===== config.mk =====
export PLATFORM = sky130hd
export DESIGN_NAME = encoder_soft_acceleration
export DESIGN_NICKNAME = d
export VERILOG_FILES = /design/src/design/enc_sa_pkg.sv /design/src/design/encoder_soft_acceleration.sv /design/src/design/enc_sa_cfg.sv /design/src/design/enc_sa_core.sv
export SDC_FILE = /design/constraint.sdc
export NUM_CORES = 1
export LEC_CHECK = 0
export ABC_AREA = 1
export BUFFER_PORTS_ARGS = -buffer_cell sky130_fd_sc_hd__buf_2
export CORE_MARGIN = 2
export CORE_UTILIZATION = 27
export CTS_CLUSTER_DIAMETER = 60
export DETAILED_ROUTE_END_ITERATION = 7
export SLEW_MARGIN = 10
export SYNTH_ARGS = -nofsm -noshare
export SYNTH_HDL_FRONTEND = slang
export SYNTH_HIERARCHICAL = 1
export SYNTH_SLANG_ARGS = --single-unit

===== constraint.sdc =====
create_clock -name clk -period 13.65 [get_ports clk]
set_input_delay 0.6825 -clock clk [delete_from_list [all_inputs] [get_ports clk]]
set_output_delay 0.6825 -clock clk [all_outputs]
set_load 0.02 [all_outputs]

===== src/design/enc_sa_pkg.sv =====
// Shared types and constants for the encoder soft acceleration block.
// No dependencies; used by enc_sa_cfg, enc_sa_core and the top level.
`timescale 1ns / 1ps

package enc_sa_pkg;

  localparam int POS_W      = 18;
  localparam int TIME_W     = 32;
  localparam int STEP_W     = 19;
  localparam int REM_W      = 16;
  localparam int MS_W       = 16;
  localparam int MAXSTEP_W  = 8;
  localparam int CFG_GAIN_W = 10;
  localparam int CFG_IDX_W  = 3;
  localparam int CFG_DATA_W = 16;

  // Small-path deltas are bounded by max_step, so 9 signed bits hold them.
  localparam int SMALL_W = MAXSTEP_W + 1;

  localparam int IN_TDATA_W  = 56;
  localparam int OUT_TDATA_W = 24;

  localparam logic [MS_W-1:0]       RESET_MS_RST    = 16'd400;
  localparam logic [MAXSTEP_W-1:0]  MAX_STEP_RST    = 8'd6;
  localparam logic [MS_W-1:0]       FAST_MS_RST     = 16'd40;
  localparam logic [MS_W-1:0]       MEDIUM_MS_RST   = 16'd100;
  localparam logic [MS_W-1:0]       SLOW_MS_RST     = 16'd180;
  localparam logic [CFG_GAIN_W-1:0] FAST_GAIN_RST   = 10'd512;
  localparam logic [CFG_GAIN_W-1:0] MEDIUM_GAIN_RST = 10'd410;
  localparam logic [CFG_GAIN_W-1:0] SLOW_GAIN_RST   = 10'd333;

  typedef enum logic [CFG_IDX_W-1:0] {
    CFG_RESET_MS    = 3'd0,
    CFG_MAX_STEP    = 3'd1,
    CFG_FAST_MS     = 3'd2,
    CFG_MEDIUM_MS   = 3'd3,
    CFG_SLOW_MS     = 3'd4,
    CFG_FAST_GAIN   = 3'd5,
    CFG_MEDIUM_GAIN = 3'd6,
    CFG_SLOW_GAIN   = 3'd7
  } cfg_idx_t;

  typedef struct packed {
    logic [MS_W-1:0]       reset_ms;
    logic [MAXSTEP_W-1:0]  max_step;
    logic [MS_W-1:0]       fast_ms;
    logic [MS_W-1:0]       medium_ms;
    logic [MS_W-1:0]       slow_ms;
    logic [CFG_GAIN_W-1:0] fast_gain;
    logic [CFG_GAIN_W-1:0] medium_gain;
    logic [CFG_GAIN_W-1:0] slow_gain;
  } cfg_t;

  // What kind of item the core just took.
  typedef struct packed {
    logic zero;   // delta was zero, step forced to 0
    logic accel;  // accelerated path
  } acc_stat_t;

endpackage


===== src/design/encoder_soft_acceleration.sv =====
// Top level of the encoder soft acceleration block: input register, core,
// result register. Depends on enc_sa_pkg, enc_sa_cfg and enc_sa_core.
//
//  channel | dir | handshake              | contents
//  s_      | in  | s_tvalid / s_tready    | position, time_ms
//  m_      | out | m_tvalid / m_tready    | step
//  cfg_    | in  | cfg_wen                | register index, write data
//
// One item per clock unless m_ stalls; input register, then result register.
// The throughput is set by the combinational core: one small multiply, add,
// round and clamp feed the carried remainder before the next item.
// Synchronous reset clears both stage valids and carried state and presets config.
// A stall on m_ backs up through the input register to s_tready.
`timescale 1ns / 1ps

module encoder_soft_acceleration #(
  parameter int FRAC_BITS = 8
) (
  input  logic                                  clk,
  input  logic                                  rst,
  input  logic                                  s_tvalid,
  output logic                                  s_tready,
  // [17:0] position, [49:18] time_ms, [55:50] unused
  input  logic [enc_sa_pkg::IN_TDATA_W-1:0]     s_tdata,
  output logic                                  m_tvalid,
  input  logic                                  m_tready,
  // [18:0] step, [23:19] zero
  output logic [enc_sa_pkg::OUT_TDATA_W-1:0]    m_tdata,
  input  logic                                  cfg_wen,
  input  logic [enc_sa_pkg::CFG_IDX_W-1:0]      cfg_index,
  input  logic [enc_sa_pkg::CFG_DATA_W-1:0]     cfg_data
);

  enc_sa_pkg::cfg_t                      cfg;
  enc_sa_pkg::acc_stat_t                 stat;
  logic                                  in_valid;
  logic signed [enc_sa_pkg::POS_W-1:0]   pos_q;
  logic [enc_sa_pkg::TIME_W-1:0]         time_q;
  logic                                  adv;
  logic                                  fire;
  logic signed [enc_sa_pkg::STEP_W-1:0]  step_next;
  logic signed [enc_sa_pkg::STEP_W-1:0]  step_q;
  logic signed [enc_sa_pkg::STEP_W-1:0]  mx_ext;

  enc_sa_cfg u_cfg (
    .clk       (clk),
    .rst       (rst),
    .cfg_wen   (cfg_wen),
    .cfg_index (cfg_index),
    .cfg_data  (cfg_data),
    .cfg       (cfg)
  );

  enc_sa_core #(
    .FRAC_BITS (FRAC_BITS)
  ) u_core (
    .clk       (clk),
    .rst       (rst),
    .fire      (fire),
    .position  (pos_q),
    .time_ms   (time_q),
    .cfg       (cfg),
    .step_next (step_next),
    .stat      (stat)
  );

  assign adv      = !m_tvalid || m_tready;
  assign fire     = in_valid && adv;
  assign s_tready = !in_valid || adv;

  always_ff @(posedge clk) begin
    if (rst) begin
      in_valid <= 1'b0;
      m_tvalid <= 1'b0;
    end else begin
      if (s_tvalid && s_tready) begin
        in_valid <= 1'b1;
        pos_q    <= s_tdata[enc_sa_pkg::POS_W-1:0];
        time_q   <= s_tdata[enc_sa_pkg::POS_W +: enc_sa_pkg::TIME_W];
      end else if (fire) begin
        in_valid <= 1'b0;
      end
      if (fire) begin
        m_tvalid <= 1'b1;
        step_q   <= step_next;
      end else if (m_tready) begin
        m_tvalid <= 1'b0;
      end
    end
  end

  assign m_tdata = {{(enc_sa_pkg::OUT_TDATA_W - enc_sa_pkg::STEP_W){1'b0}}, step_q};
  assign mx_ext  = enc_sa_pkg::STEP_W'(cfg.max_step);

  // Input register must hold while the result register is stalled.
  a_hold: assert property (@(posedge clk) disable iff (rst)
    in_valid && m_tvalid && !m_tready |-> !s_tready)
    else $error("input accepted while stage is blocked");

  a_fill: assert property (@(posedge clk) disable iff (rst)
    fire |=> m_tvalid)
    else $error("processed item produced no result");

  a_zero: assert property (@(posedge clk) disable iff (rst)
    fire && stat.zero |=> step_q == '0)
    else $error("zero delta gave nonzero step");

  a_clamp: assert property (@(posedge clk) disable iff (rst)
    fire && stat.accel |=> step_q != '0 && step_q <= $past(mx_ext) && step_q >= -$past(mx_ext))
    else $error("accelerated step outside +-max_step or zero");

endmodule


===== src/design/enc_sa_cfg.sv =====
// Configuration register file for the encoder soft acceleration block.
// Depends on enc_sa_pkg.
`timescale 1ns / 1ps

module enc_sa_cfg (
  input  logic                            clk,
  input  logic                            rst,
  input  logic                            cfg_wen,
  input  logic [enc_sa_pkg::CFG_IDX_W-1:0]  cfg_index,
  input  logic [enc_sa_pkg::CFG_DATA_W-1:0] cfg_data,
  output enc_sa_pkg::cfg_t                cfg
);

  always_ff @(posedge clk) begin
    if (rst) begin
      cfg.reset_ms    <= enc_sa_pkg::RESET_MS_RST;
      cfg.max_step    <= enc_sa_pkg::MAX_STEP_RST;
      cfg.fast_ms     <= enc_sa_pkg::FAST_MS_RST;
      cfg.medium_ms   <= enc_sa_pkg::MEDIUM_MS_RST;
      cfg.slow_ms     <= enc_sa_pkg::SLOW_MS_RST;
      cfg.fast_gain   <= enc_sa_pkg::FAST_GAIN_RST;
      cfg.medium_gain <= enc_sa_pkg::MEDIUM_GAIN_RST;
      cfg.slow_gain   <= enc_sa_pkg::SLOW_GAIN_RST;
    end else if (cfg_wen) begin
      case (enc_sa_pkg::cfg_idx_t'(cfg_index))
        enc_sa_pkg::CFG_RESET_MS:    cfg.reset_ms    <= cfg_data;
        enc_sa_pkg::CFG_MAX_STEP:    cfg.max_step    <= cfg_data[enc_sa_pkg::MAXSTEP_W-1:0];
        enc_sa_pkg::CFG_FAST_MS:     cfg.fast_ms     <= cfg_data;
        enc_sa_pkg::CFG_MEDIUM_MS:   cfg.medium_ms   <= cfg_data;
        enc_sa_pkg::CFG_SLOW_MS:     cfg.slow_ms     <= cfg_data;
        enc_sa_pkg::CFG_FAST_GAIN:   cfg.fast_gain   <= cfg_data[enc_sa_pkg::CFG_GAIN_W-1:0];
        enc_sa_pkg::CFG_MEDIUM_GAIN: cfg.medium_gain <= cfg_data[enc_sa_pkg::CFG_GAIN_W-1:0];
        enc_sa_pkg::CFG_SLOW_GAIN:   cfg.slow_gain   <= cfg_data[enc_sa_pkg::CFG_GAIN_W-1:0];
        default: ;
      endcase
    end
  end

endmodule


===== src/design/enc_sa_core.sv =====
// Acceleration datapath and carried state (last position, last event time,
// fractional remainder). Depends on enc_sa_pkg.
`timescale 1ns / 1ps

module enc_sa_core #(
  parameter int FRAC_BITS = 8
) (
  input  logic                                clk,
  input  logic                                rst,
  input  logic                                fire,
  input  logic signed [enc_sa_pkg::POS_W-1:0] position,
  input  logic [enc_sa_pkg::TIME_W-1:0]       time_ms,
  input  enc_sa_pkg::cfg_t                    cfg,
  output logic signed [enc_sa_pkg::STEP_W-1:0] step_next,
  output enc_sa_pkg::acc_stat_t               stat
);

  // Unity gain must fit alongside the configured gains.
  localparam int GAIN_W = (FRAC_BITS + 1 > enc_sa_pkg::CFG_GAIN_W) ?
                          FRAC_BITS + 1 : enc_sa_pkg::CFG_GAIN_W;
  localparam int SW = enc_sa_pkg::SMALL_W + GAIN_W + 2;
  localparam int RW = SW + 1;
  localparam logic [GAIN_W-1:0] UNITY = GAIN_W'(2 ** FRAC_BITS);
  localparam logic signed [RW-1:0] REM_HI = RW'(2 ** (enc_sa_pkg::REM_W - 1) - 1);
  localparam logic signed [RW-1:0] REM_LO = -REM_HI - RW'(1);

  logic signed [enc_sa_pkg::POS_W-1:0]  prev_position;
  logic [enc_sa_pkg::TIME_W-1:0]        prev_event_ms;
  logic signed [enc_sa_pkg::REM_W-1:0]  remainder;

  logic signed [enc_sa_pkg::STEP_W-1:0] delta;
  logic signed [enc_sa_pkg::STEP_W-1:0] mx19;
  logic                                 big;
  logic [enc_sa_pkg::TIME_W-1:0]        elapsed;
  logic [GAIN_W-1:0]                    gain;
  logic signed [enc_sa_pkg::REM_W-1:0]  rem_in;
  logic signed [SW-1:0]                 d_s, g_s, r_s, scaled;
  logic signed [SW-1:0]                 acc_tz, acc_fin, mx_s;
  logic signed [RW-1:0]                 rem_full;
  logic signed [enc_sa_pkg::REM_W-1:0]  rem_sat;

  always_comb begin
    delta = enc_sa_pkg::STEP_W'(position) - enc_sa_pkg::STEP_W'(prev_position);
    mx19  = enc_sa_pkg::STEP_W'(cfg.max_step);
    big   = (delta > mx19) || (delta < -mx19);

    elapsed = time_ms - prev_event_ms;
    rem_in  = (elapsed > enc_sa_pkg::TIME_W'(cfg.reset_ms)) ? '0 : remainder;

    if (elapsed <= enc_sa_pkg::TIME_W'(cfg.fast_ms))        gain = GAIN_W'(cfg.fast_gain);
    else if (elapsed <= enc_sa_pkg::TIME_W'(cfg.medium_ms)) gain = GAIN_W'(cfg.medium_gain);
    else if (elapsed <= enc_sa_pkg::TIME_W'(cfg.slow_ms))   gain = GAIN_W'(cfg.slow_gain);
    else                                                    gain = UNITY;

    // Small path: |delta| <= max_step, so the low bits hold it exactly.
    d_s    = SW'($signed(delta[enc_sa_pkg::SMALL_W-1:0]));
    g_s    = SW'(gain);
    r_s    = SW'(rem_in);
    scaled = d_s * g_s + r_s;

    // Arithmetic shift floors; bump negatives with a nonzero fraction.
    acc_tz = (scaled >>> FRAC_BITS) +
             $signed(SW'(scaled[SW-1] && (scaled[FRAC_BITS-1:0] != '0)));
    if (acc_tz == '0) acc_tz = delta[enc_sa_pkg::STEP_W-1] ? -SW'(1) : SW'(1);

    mx_s = SW'(cfg.max_step);
    if (acc_tz > mx_s)       acc_fin = mx_s;
    else if (acc_tz < -mx_s) acc_fin = -mx_s;
    else                     acc_fin = acc_tz;

    // Clamp excess lands in the remainder automatically.
    rem_full = RW'(scaled) - (RW'(acc_fin) <<< FRAC_BITS);
    if (rem_full > REM_HI)      rem_sat = enc_sa_pkg::REM_W'(REM_HI);
    else if (rem_full < REM_LO) rem_sat = enc_sa_pkg::REM_W'(REM_LO);
    else                        rem_sat = rem_full[enc_sa_pkg::REM_W-1:0];

    stat.zero  = (delta == '0);
    stat.accel = !stat.zero && !big;

    if (stat.zero)  step_next = '0;
    else if (big)   step_next = delta;
    else            step_next = acc_fin[enc_sa_pkg::STEP_W-1:0];
  end

  always_ff @(posedge clk) begin
    if (rst) begin
      prev_position <= '0;
      prev_event_ms <= '0;
      remainder     <= '0;
    end else if (fire && !stat.zero) begin
      prev_position <= position;
      if (big) begin
        remainder <= '0;
      end else begin
        prev_event_ms <= time_ms;
        remainder     <= rem_sat;
      end
    end
  end

endmodule

; Word-level counts from Yosys, hierarchy flattened
; Cells that the tools add are included.
[op_classes]
n_eq_ne = 7
bitwise = 2
addsub = 7
reduce_logical = 27
muxes = 16
mul = 1
order_cmp = 10
[ops]
columns = operator, count
row1 = 32-bit by 16-bit <= comparator with 1-bit output, 3
row2 = 16-bit two-way mux, 4
row3 = 19-bit two-way mux, 3
row4 = 21-bit two-way mux, 2
row5 = 32-bit by 16-bit > comparator with 1-bit output, 1
row6 = 32-bit subtractor, 1
row7 = 10-bit two-way mux, 3
row8 = "22-bit by 16-bit > comparator with 1-bit output, second input constant", 1
row9 = "22-bit by 16-bit < comparator with 1-bit output, second input constant", 1
row10 = 2-bit AND reduction, 11
row11 = 21-bit by 22-bit subtractor with 22-bit output, 1
row12 = 20-bit by 16-bit adder with 21-bit output, 1
row13 = 21-bit by 9-bit > comparator with 1-bit output, 1
row14 = 21-bit logical NOT, 1
row15 = 21-bit < comparator, 1
row16 = 8-bit negator with 21-bit output, 1
row17 = 9-bit by 11-bit multiplier with 20-bit output, 1
row18 = 19-bit by 9-bit > comparator with 1-bit output, 1
row19 = 19-bit logical NOT, 1
row20 = 19-bit < comparator, 1
row21 = 8-bit negator with 19-bit output, 1
row22 = 18-bit by 18-bit subtractor with 19-bit output, 1
row23 = 13-bit by 2-bit adder with 14-bit output, 1
row24 = "3-bit equality test, second input constant", 4
row25 = other kinds (10), 23
[totals]
input_bits = 80
register_bits = 239
word_cells = 86

; Logic depth before layout (Yosys ltp)
; Gate-level depths: netlist of run 1.
[logic_depth]
ltp_word = 20
mapped_depth = 100
ltp_nobuf = 98

; Modules after synthesis
; The synthesis of run 1 kept the hierarchy.
[by_module_without_submodules]
columns = mod, instances, cells_per_inst, area_each_um2, seq_area_each_um2
row1 = enc_sa_core, 1, 2214, 14700.3, 1321.3
row2 = enc_sa_cfg, 1, 562, 3971.3, 2042.0
row3 = encoder_soft_acceleration, 1, 92, 2224.6, 2112.0

; Least setup slack after synthesis of run 1
; No wires, ideal clock.
[synth_timing]
kind = reg2reg
from = register time_q[3] (netlist bit)
to = register u_core/remainder[9] (netlist bit)
stages_incl_launch_ff = 88
setup_slack_ns = -1.021
required_ns = 13.516
synth_period_minus_slack_ns = 14.671
path_buffers = 3
t_arrival_ns = 14.537
setup_ns = 0.134
path_cell_list = edfxtp_1 > ha_1 > nand2_1 > o21ai_0 > a21oi_1 > o21ai_0 > a21oi_1 > o21ai_0 > a41o_1 > xor2_1 > ha_1 > nand2_1 > inv_1 > nand3_1 > nor4_1 > a21oi_1 > nor2_1 > clkinv_1 > [52 not listed] > nand3_1 > and2_1 > nor2_1 > nor2_1 > nor2_1 > nor2_1 > o21ai_0 > a21oi_1 > o21ai_0 > a21oi_1 > o21bai_1 > xor2_1 > or3_1 > nand2_4 > buf_8 > nand2_2 > nand2_1 > a21oi_2
[synth_between]
elab_chain_cells = 20
[synth_rtl]
columns = element, line_no
row1 = from (decl), encoder_soft_acceleration.sv:38  ; logic [enc_sa_pkg::TIME_W-1:0] time_q;
row2 = from (signal assigned), encoder_soft_acceleration.sv:79  ; time_q <= s_tdata[enc_sa_pkg::POS_W +: enc_sa_pkg::TIME_W];
row3 = 32-bit subtractor *, enc_sa_core.sv:47  ; elapsed = time_ms - prev_event_ms;
row4 = 32-bit by 16-bit <= comparator with 1-bit output, enc_sa_core.sv:52  ; else if (elapsed <= enc_sa_pkg::TIME_W'(cfg.slow_ms)) gain = GAIN_W'(cfg.slow_gain);
row5 = 10-bit two-way mux, enc_sa_core.sv:52
row6 = 10-bit two-way mux, enc_sa_core.sv:51  ; else if (elapsed <= enc_sa_pkg::TIME_W'(cfg.medium_ms)) gain = GAIN_W'(cfg.medium_gain);
row7 = 10-bit two-way mux, enc_sa_core.sv:50  ; if (elapsed <= enc_sa_pkg::TIME_W'(cfg.fast_ms)) gain = GAIN_W'(cfg.fast_gain);
row8 = 9-bit by 11-bit multiplier with 20-bit output, enc_sa_core.sv:59  ; scaled = d_s * g_s + r_s;
row9 = 20-bit by 16-bit adder with 21-bit output *, enc_sa_core.sv:59
row10 = 8-bit nonzero test, enc_sa_core.sv:63  ; $signed(SW'(scaled[SW-1] && (scaled[FRAC_BITS-1:0] != '0)));
row11 = [4 not listed], n/a
row12 = 21-bit < comparator, enc_sa_core.sv:68  ; else if (acc_tz < -mx_s) acc_fin = -mx_s;
row13 = 19-bit two-way mux, enc_sa_core.sv:68
row14 = 19-bit two-way mux, enc_sa_core.sv:67  ; if (acc_tz > mx_s) acc_fin = mx_s;
row15 = 21-bit by 22-bit subtractor with 22-bit output *, enc_sa_core.sv:72  ; rem_full = RW'(scaled) - (RW'(acc_fin) <<< FRAC_BITS);
row16 = 22-bit by 16-bit < comparator with 1-bit output, enc_sa_core.sv:74  ; else if (rem_full < REM_LO) rem_sat = enc_sa_pkg::REM_W'(REM_LO);
row17 = 16-bit two-way mux, enc_sa_core.sv:74
row18 = 16-bit two-way mux *, enc_sa_core.sv:73  ; if (rem_full > REM_HI) rem_sat = enc_sa_pkg::REM_W'(REM_HI);
row19 = 16-bit two-way mux *, enc_sa_core.sv:92  ; if (big) begin
row20 = to (signal assigned), enc_sa_core.sv:96  ; remainder <= rem_sat;
row21 = to (decl), enc_sa_core.sv:29  ; logic signed [enc_sa_pkg::REM_W-1:0] remainder;
; Every way passes the cells marked *; elsewhere a longest branch is shown, timed or not.
; A chain may end at the register's enable or synchronous reset.

; Worst setup path in the final report of run 1
[layout_timing]
from = register time_q[4] (netlist bit)
to = register step_q[16] (netlist bit), data pin
[layout_between]
elab_chain_cells = 16
[layout_rtl]
columns = element, line_no
row1 = 32-bit subtractor *, enc_sa_core.sv:47
row2 = 32-bit by 16-bit <= comparator with 1-bit output, enc_sa_core.sv:52
row3 = 10-bit two-way mux, enc_sa_core.sv:52
row4 = 10-bit two-way mux, enc_sa_core.sv:51
row5 = 10-bit two-way mux, enc_sa_core.sv:50
row6 = 9-bit by 11-bit multiplier with 20-bit output, enc_sa_core.sv:59
row7 = 20-bit by 16-bit adder with 21-bit output *, enc_sa_core.sv:59
row8 = 8-bit nonzero test, enc_sa_core.sv:63
row9 = 1-bit logical AND, enc_sa_core.sv:63
row10 = 13-bit by 2-bit adder with 14-bit output *, enc_sa_core.sv:62  ; acc_tz = (scaled >>> FRAC_BITS) +
row11 = 21-bit logical NOT, enc_sa_core.sv:64  ; if (acc_tz == '0) acc_tz = delta[enc_sa_pkg::STEP_W-1] ? -SW'(1) : SW'(1);
row12 = 21-bit two-way mux *, enc_sa_core.sv:64
row13 = 21-bit < comparator, enc_sa_core.sv:68
row14 = 19-bit two-way mux, enc_sa_core.sv:68
row15 = 19-bit two-way mux *, enc_sa_core.sv:67
row16 = 19-bit two-way mux *, enc_sa_core.sv:81  ; else if (big) step_next = delta;
row17 = to (signal assigned), encoder_soft_acceleration.sv:85  ; step_q <= step_next;
row18 = to (decl), encoder_soft_acceleration.sv:42  ; logic signed [enc_sa_pkg::STEP_W-1:0] step_q;
; Marks and branches as above.

==> results of run 1 <==
## area by class of cell
type,instances,area (sq um),share of cell area [%]
clock buffer,39,890,3.13
inverter,449,1700,5.97
clock inverter,18,250,0.881
multi-input combinational,2112,14900,52.3
tap,1040,1300,4.58
timing repair buffer,530,3920,13.8
timing repair inverter,1,6.26,0.0220
sequential,239,5480,19.3
## path summary, 6_finish.rpt
kind	cells after the start	end	start
worst max-delay path	88	step_q[16]$_DFFE_PP_	time_q[4]$_DFFE_PP_
worst min-delay path	1	time_q[9]$_DFFE_PP_	s_tdata[27]
worst max register to register	88	step_q[16]$_DFFE_PP_	time_q[4]$_DFFE_PP_
worst min register to register	2	u_core/prev_event_ms[24]$_SDFFE_PP0P_	u_core/prev_event_ms[24]$_SDFFE_PP0P_
## critical path: cells and delay by family (launching register included)
kind                       cells  cell delay (ns)
buffers and inverters         40             4.71
AOI/OAI and AO/OA             17             2.45
adders and majority gates      9             3.66
and+or+nand+nor               21             2.45
xor gates and xnor gates       1             0.20
DFF                            1             0.42
## per-stage QoR
step | util, % | setup TNS [ns] | power [mW]
detailed placement | 32.5 | -14.43 | 3.30
floorplan | - | 0 | 2.29
CTS | 35.9 | -2.30 | 4.51
finish | 36.9 | -6.68 | 4.76
global placement | 32.5 | -11.77 | 3.28
global route | 36.9 | -19.34 | 5.08
## repair_timing
item                       CTS  global route
pin swaps                  127           115
gates resized for setup    192           122
setup endpoints to repair   16            17
gates cloned                 7             1
hold buffers                 0             0
setup buffers               64            29
## layer usage
layer / global-route usage [%] / vias to the layer above / share of wire [%]
met5: 0 / - / 0
met4: 5.37 / 0 / 3.5
li1: - / 10300 / -
met2: 28.1 / 508 / 47
met1: 20.9 / 9474 / 45
met3: 2.16 / 133 / 4.7
## sequential cells by signal (all words and copies together), names as in the netlist
name,cells
pos_q,18
u_core/prev_event_ms,32
time_q,32
m_tvalid,1
u_core/prev_position,18
step_q,19
in_valid,1
u_cfg/cfg,102
u_core/remainder,16
## power by group
group	internal [mW]	switching, mW
registers	0.771	0.0184
logic	1.37	1.69
clock network	0.536	0.363
total	2.68	2.08
==> results.toml, run 1 <==
[outcome]
outcome = "finished with violations"
violations = "setup timing"

[timing]
rsz0062_at_grt = "true"
finalCriticalPeriod_ns = 14.11
final_hold_viol_count = 0
setup_slack_ns = -0.465
drv_slew = 0
clock-skew-final_ns = 0.0291
worst_slew_pin_slew_ns = 1.22
fin_hold_ws_ns = 0.304
setup_violations = 17
fmax_ghz = 0.0708
slew_headroom_pct = 18.3
fin_crit_sh_pct = 103

[logic_synthesis]
avgSynthCellArea_sq_um = 7.29
synth_warnings = 6
synthCells = 2867
synth.cell_area_sq_um = 20900

[die]
core_area_sq_um = 77100
rows = 102
start_util_pct = 27.1
die_area_sq_um = 79600
ios = 106
die_w_um = 282
dieHeight_um = 282

[finish]
n_fill_cell = 7936
finalNetCount = 3769
syn_to_final_growth_pct = 36.0
final_cells = 4428
diodes = 0
layout-drive-gt1-share_pct = 28.6
layout_common_cells = "nand2_1 (571), buf_4 (410), inv_1 (399)"
final_common_cell = "nand2_1"
stdcell_area_sq_um = 28400

[critical_path]
worstSetupPathType = "register to register"
critPathMaxStageDelay_ns = 0.53
cp-end-kind = "register"
r2r_slack_ns = -0.46
cp_slowest_cell = "fa_1"
crit_required_ns = 14.03
worst_path_most_repeated_cell = "buf_4"
arrival_ns = 14.49
cp_max_fo = 7
start_kind = "register"

[clocking]
cts-root-buf = "clkbuf_16"
clkTransAtPathRegs_ns = 0.06
clkSinkCount = 239
numCtsBuffers = 34
cts_tree = "done"
clock_path_buffers = 3
clkLatencyLatePin_ns = 0.56
cts_max_level = 2

[detailed_routing]
wire_per_inst_um = 14.9
first_pass_iters = 5
drt_wl_total_um = 65800
first_iter_violations = 1242
drc = 0
final_antenna_net_count = 0
via_per_inst = 4.62
vias = 20500

[global_routing]
grt_pass1_wl_um = 104000
antenna_found_initial = 0
overflow = 0
track_usage_pct = 16.3
first_global_vias = 20100
grt_max_degree = 103

[placement]
dp_cells = 4274
gp_congestion = 0.883
place_area_sq_um = 25100
dp_hpwl_um = 49100
portBuffers = 94
dp_worst_setup_slack_ns = -0.943

[power_and_ir_drop]
p_leak_nw = 13.2
p_per_area_nw_per_um2 = 167
vdd_drop_max_v = 0.000148

[worst_hold_path]
hold_class = "input pin to register"

[job]
drv_cap = 0
(Power assumes the default switching activity.)
==> run 2: changes to the inputs <==
==> constraint.sdc (replaced) <==
create_clock -name clk -period 13.65 [get_ports clk]
set_input_delay 2.73 -clock clk [delete_from_list [all_inputs] [get_ports clk]]
set_output_delay 2.73 -clock clk [all_outputs]
set_load 0.02 [all_outputs]
==> results.toml, run 2 (same netlist as run 1, synthesis figures left out) <==
[finish]
diodes = 0
final_cells = 4433
layout_common_cells = "nand2_1 (561), buf_4 (408), inv_1 (403)"
largest_register_ffs = 102
layout-drive-gt1-share_pct = 28.3
top_register = "u_cfg/cfg"
reg_top3 = "u_cfg/cfg (102), time_q (32), u_core/prev_event_ms (32)"
syn_to_final_growth_pct = 34.8
final_common_cell = "nand2_1"
finalNetCount = 3770

[die]
die_area_sq_um = 79600
ios = 106
core_area_sq_um = 77100
dieHeight_um = 282
start_util_pct = 27.1
die_w_um = 282
rows = 102

[global_routing]
use_met2_pct = 27.2
grt_util_met1_pct = 20.4
grt_busiest_layer = "met2"
overflow = 0
first_global_vias = 19600
grt.met3_usage_pct = 1.66
track_usage_pct = 15.6
grt_max_degree = 103
grt_pass1_wl_um = 101000
antenna_found_initial = 1

[placement]
gp_congestion = 0.868
dp_cells = 4307
dp_hpwl_um = 48200
dp_worst_setup_slack_ns = -1.50
portBuffers = 94

[worst_hold_path]
hold_class = "register to register"
hold_path.startpoint = "u_core/prev_event_ms[15]$_SDFFE_PP0P_"
hold_end = "u_core/prev_event_ms[15]$_SDFFE_PP0P_"
holdPathStages = 2

[timing]
setup_violations = 16
worst_slew_pin_slew_ns = 1.27
fin_crit_sh_pct = 105
fmax_ghz = 0.0698
rsz0062_at_grt = "true"
finalCriticalPeriod_ns = 14.33
drv_slew = 0
fin_tns_setup_ns = -10.00
final_hold_viol_count = 0
clock-skew-final_ns = 0.0141
slew_headroom_pct = 14.8
setup_slack_ns = -0.681

[detailed_routing]
final_antenna_net_count = 0
first_pass_iters = 5
vias = 20100
wire_per_inst_um = 14.4
drc = 0
first_iter_violations = 1128
drt_wl_total_um = 63800
via_per_inst = 4.53

[clocking]
numCtsBuffers = 31
clkTransAtPathRegs_ns = 0.06
clkSinkCount = 239
clkLatencyLatePin_ns = 0.60
cts_max_level = 1
clock_path_buffers = 3
cts-root-buf = "clkbuf_16"
cts_tree = "done"
hold_buffers = 0

[power_and_ir_drop]
switchingPower_mw = 2.01
pwr-share-comb_pct = 65.7
power_mw = 4.56
vdd_drop_max_v = 0.000139
p_int_mw = 2.55
p_seq_share_pct = 17.3
clkPwrFrac_pct = 17.0
p_per_area_nw_per_um2 = 162
p_leak_nw = 13.1
switching_share_pct = 44.1

[critical_path]
startpoint = "time_q[4]$_DFFE_PP_"
r2r_cells = 93
worst_path_most_repeated_cell = "nand2_4"
worstSetupPathType = "register to register"
critPathMaxStageDelay_ns = 0.56
cp-end-kind = "register"
crit_required_ns = 14.17
start_kind = "register"
arrival_ns = 14.85
cp_max_fo = 6
cp_slowest_cell = "fa_1"
reg2reg_from = "time_q[4]$_DFFE_PP_"
r2r_slack_ns = -0.68
r2r-end = "u_core/remainder[8]$_SDFFE_PP0P_"

[outcome]
outcome = "finished with violations"
violations = "setup timing"

[job]
drv_cap = 0
==> run 2: cell count changes in the layout (fill, tap and decap cells not counted), sizes merged <==
cell and delta:
or2 +1, nand3 +1, clkinvlp +2, bufinv -3, buf +3, clkinv +3
clkbuf -2
==> run 2: per-layer routing <==
metal,routed length [um],share of wire (%)
met1,28900,45
met2,30400,48
met3,2560,4.0
met4,1960,3.1
met5,0,0
==> run 2: cell type report <==
class,count,area (sq um)
timing repair inverter,1,8.76
fill,8066,48900
clock buffer,38,823
tap,1040,1300
sequential,239,5480
timing repair buffer,532,3880
multi-input combinational,2114,14800
inverter,449,1710
clock inverter,20,145
==> run 2: power groups by stage <==
stage	clock (mW)	sequential (mW)	combinational, mW
global route	0.826	0.793	3.29
finish	0.775	0.789	3.00
floorplan	0	0.803	1.48
CTS	0.799	0.790	2.80
detailed placement	0	0.804	2.49
global placement	0	0.804	2.47
==> run 2: how the worst max path moves through the flow <==
stage | to | slack (ns) | cells past startpoint
6_report | u_core/remainder[8]$_SDFFE_PP0P_ | -0.68 | 93
5_1_grt | u_core/remainder[11]$_SDFFE_PP0P_ | -1.37 | 90
4_1_cts | u_core/remainder[0]$_SDFFE_PP0P_ | -0.43 | 96
3_5_place_dp | u_core/remainder[0]$_SDFFE_PP0P_ | -1.50 | 87
3_3_place_gp | u_core/remainder[3]$_SDFFE_PP0P_ | -1.38 | 89
2_1_floorplan | u_core/remainder[9]$_SDFFE_PP0P_ | 0.002 | 88
==> run 2: worst max-delay path: cells and delay by family (launching register included) <==
family | cells | cell delay, ns
compound gates | 23 | 3.41
xor+xnor | 3 | 0.65
fa+ha+maj | 12 | 4.27
buf+inv | 18 | 1.67
flops | 1 | 0.47
simple gates | 37 | 3.75
==> run 2: what timing repair did <==
item | in CTS | in global routing
pin swaps | 141 | 77
endpoints found under the hold margin | 0 | 0
gates cloned | 5 | 1
buffers inserted | 51 | 15
resized for setup | 232 | 82
setup endpoints to repair | 16 | 16
==> run 2: through the flow <==
stage	area, sq um	util (%)	hold slack [ns]
after floorplan	21100	-	0.429
after detailed placement	25300	32.8	0.452
after CTS	27700	35.9	0.461
after global placement	25300	32.8	0.440
after global routing	28200	36.5	0.475
final	28200	36.5	0.459
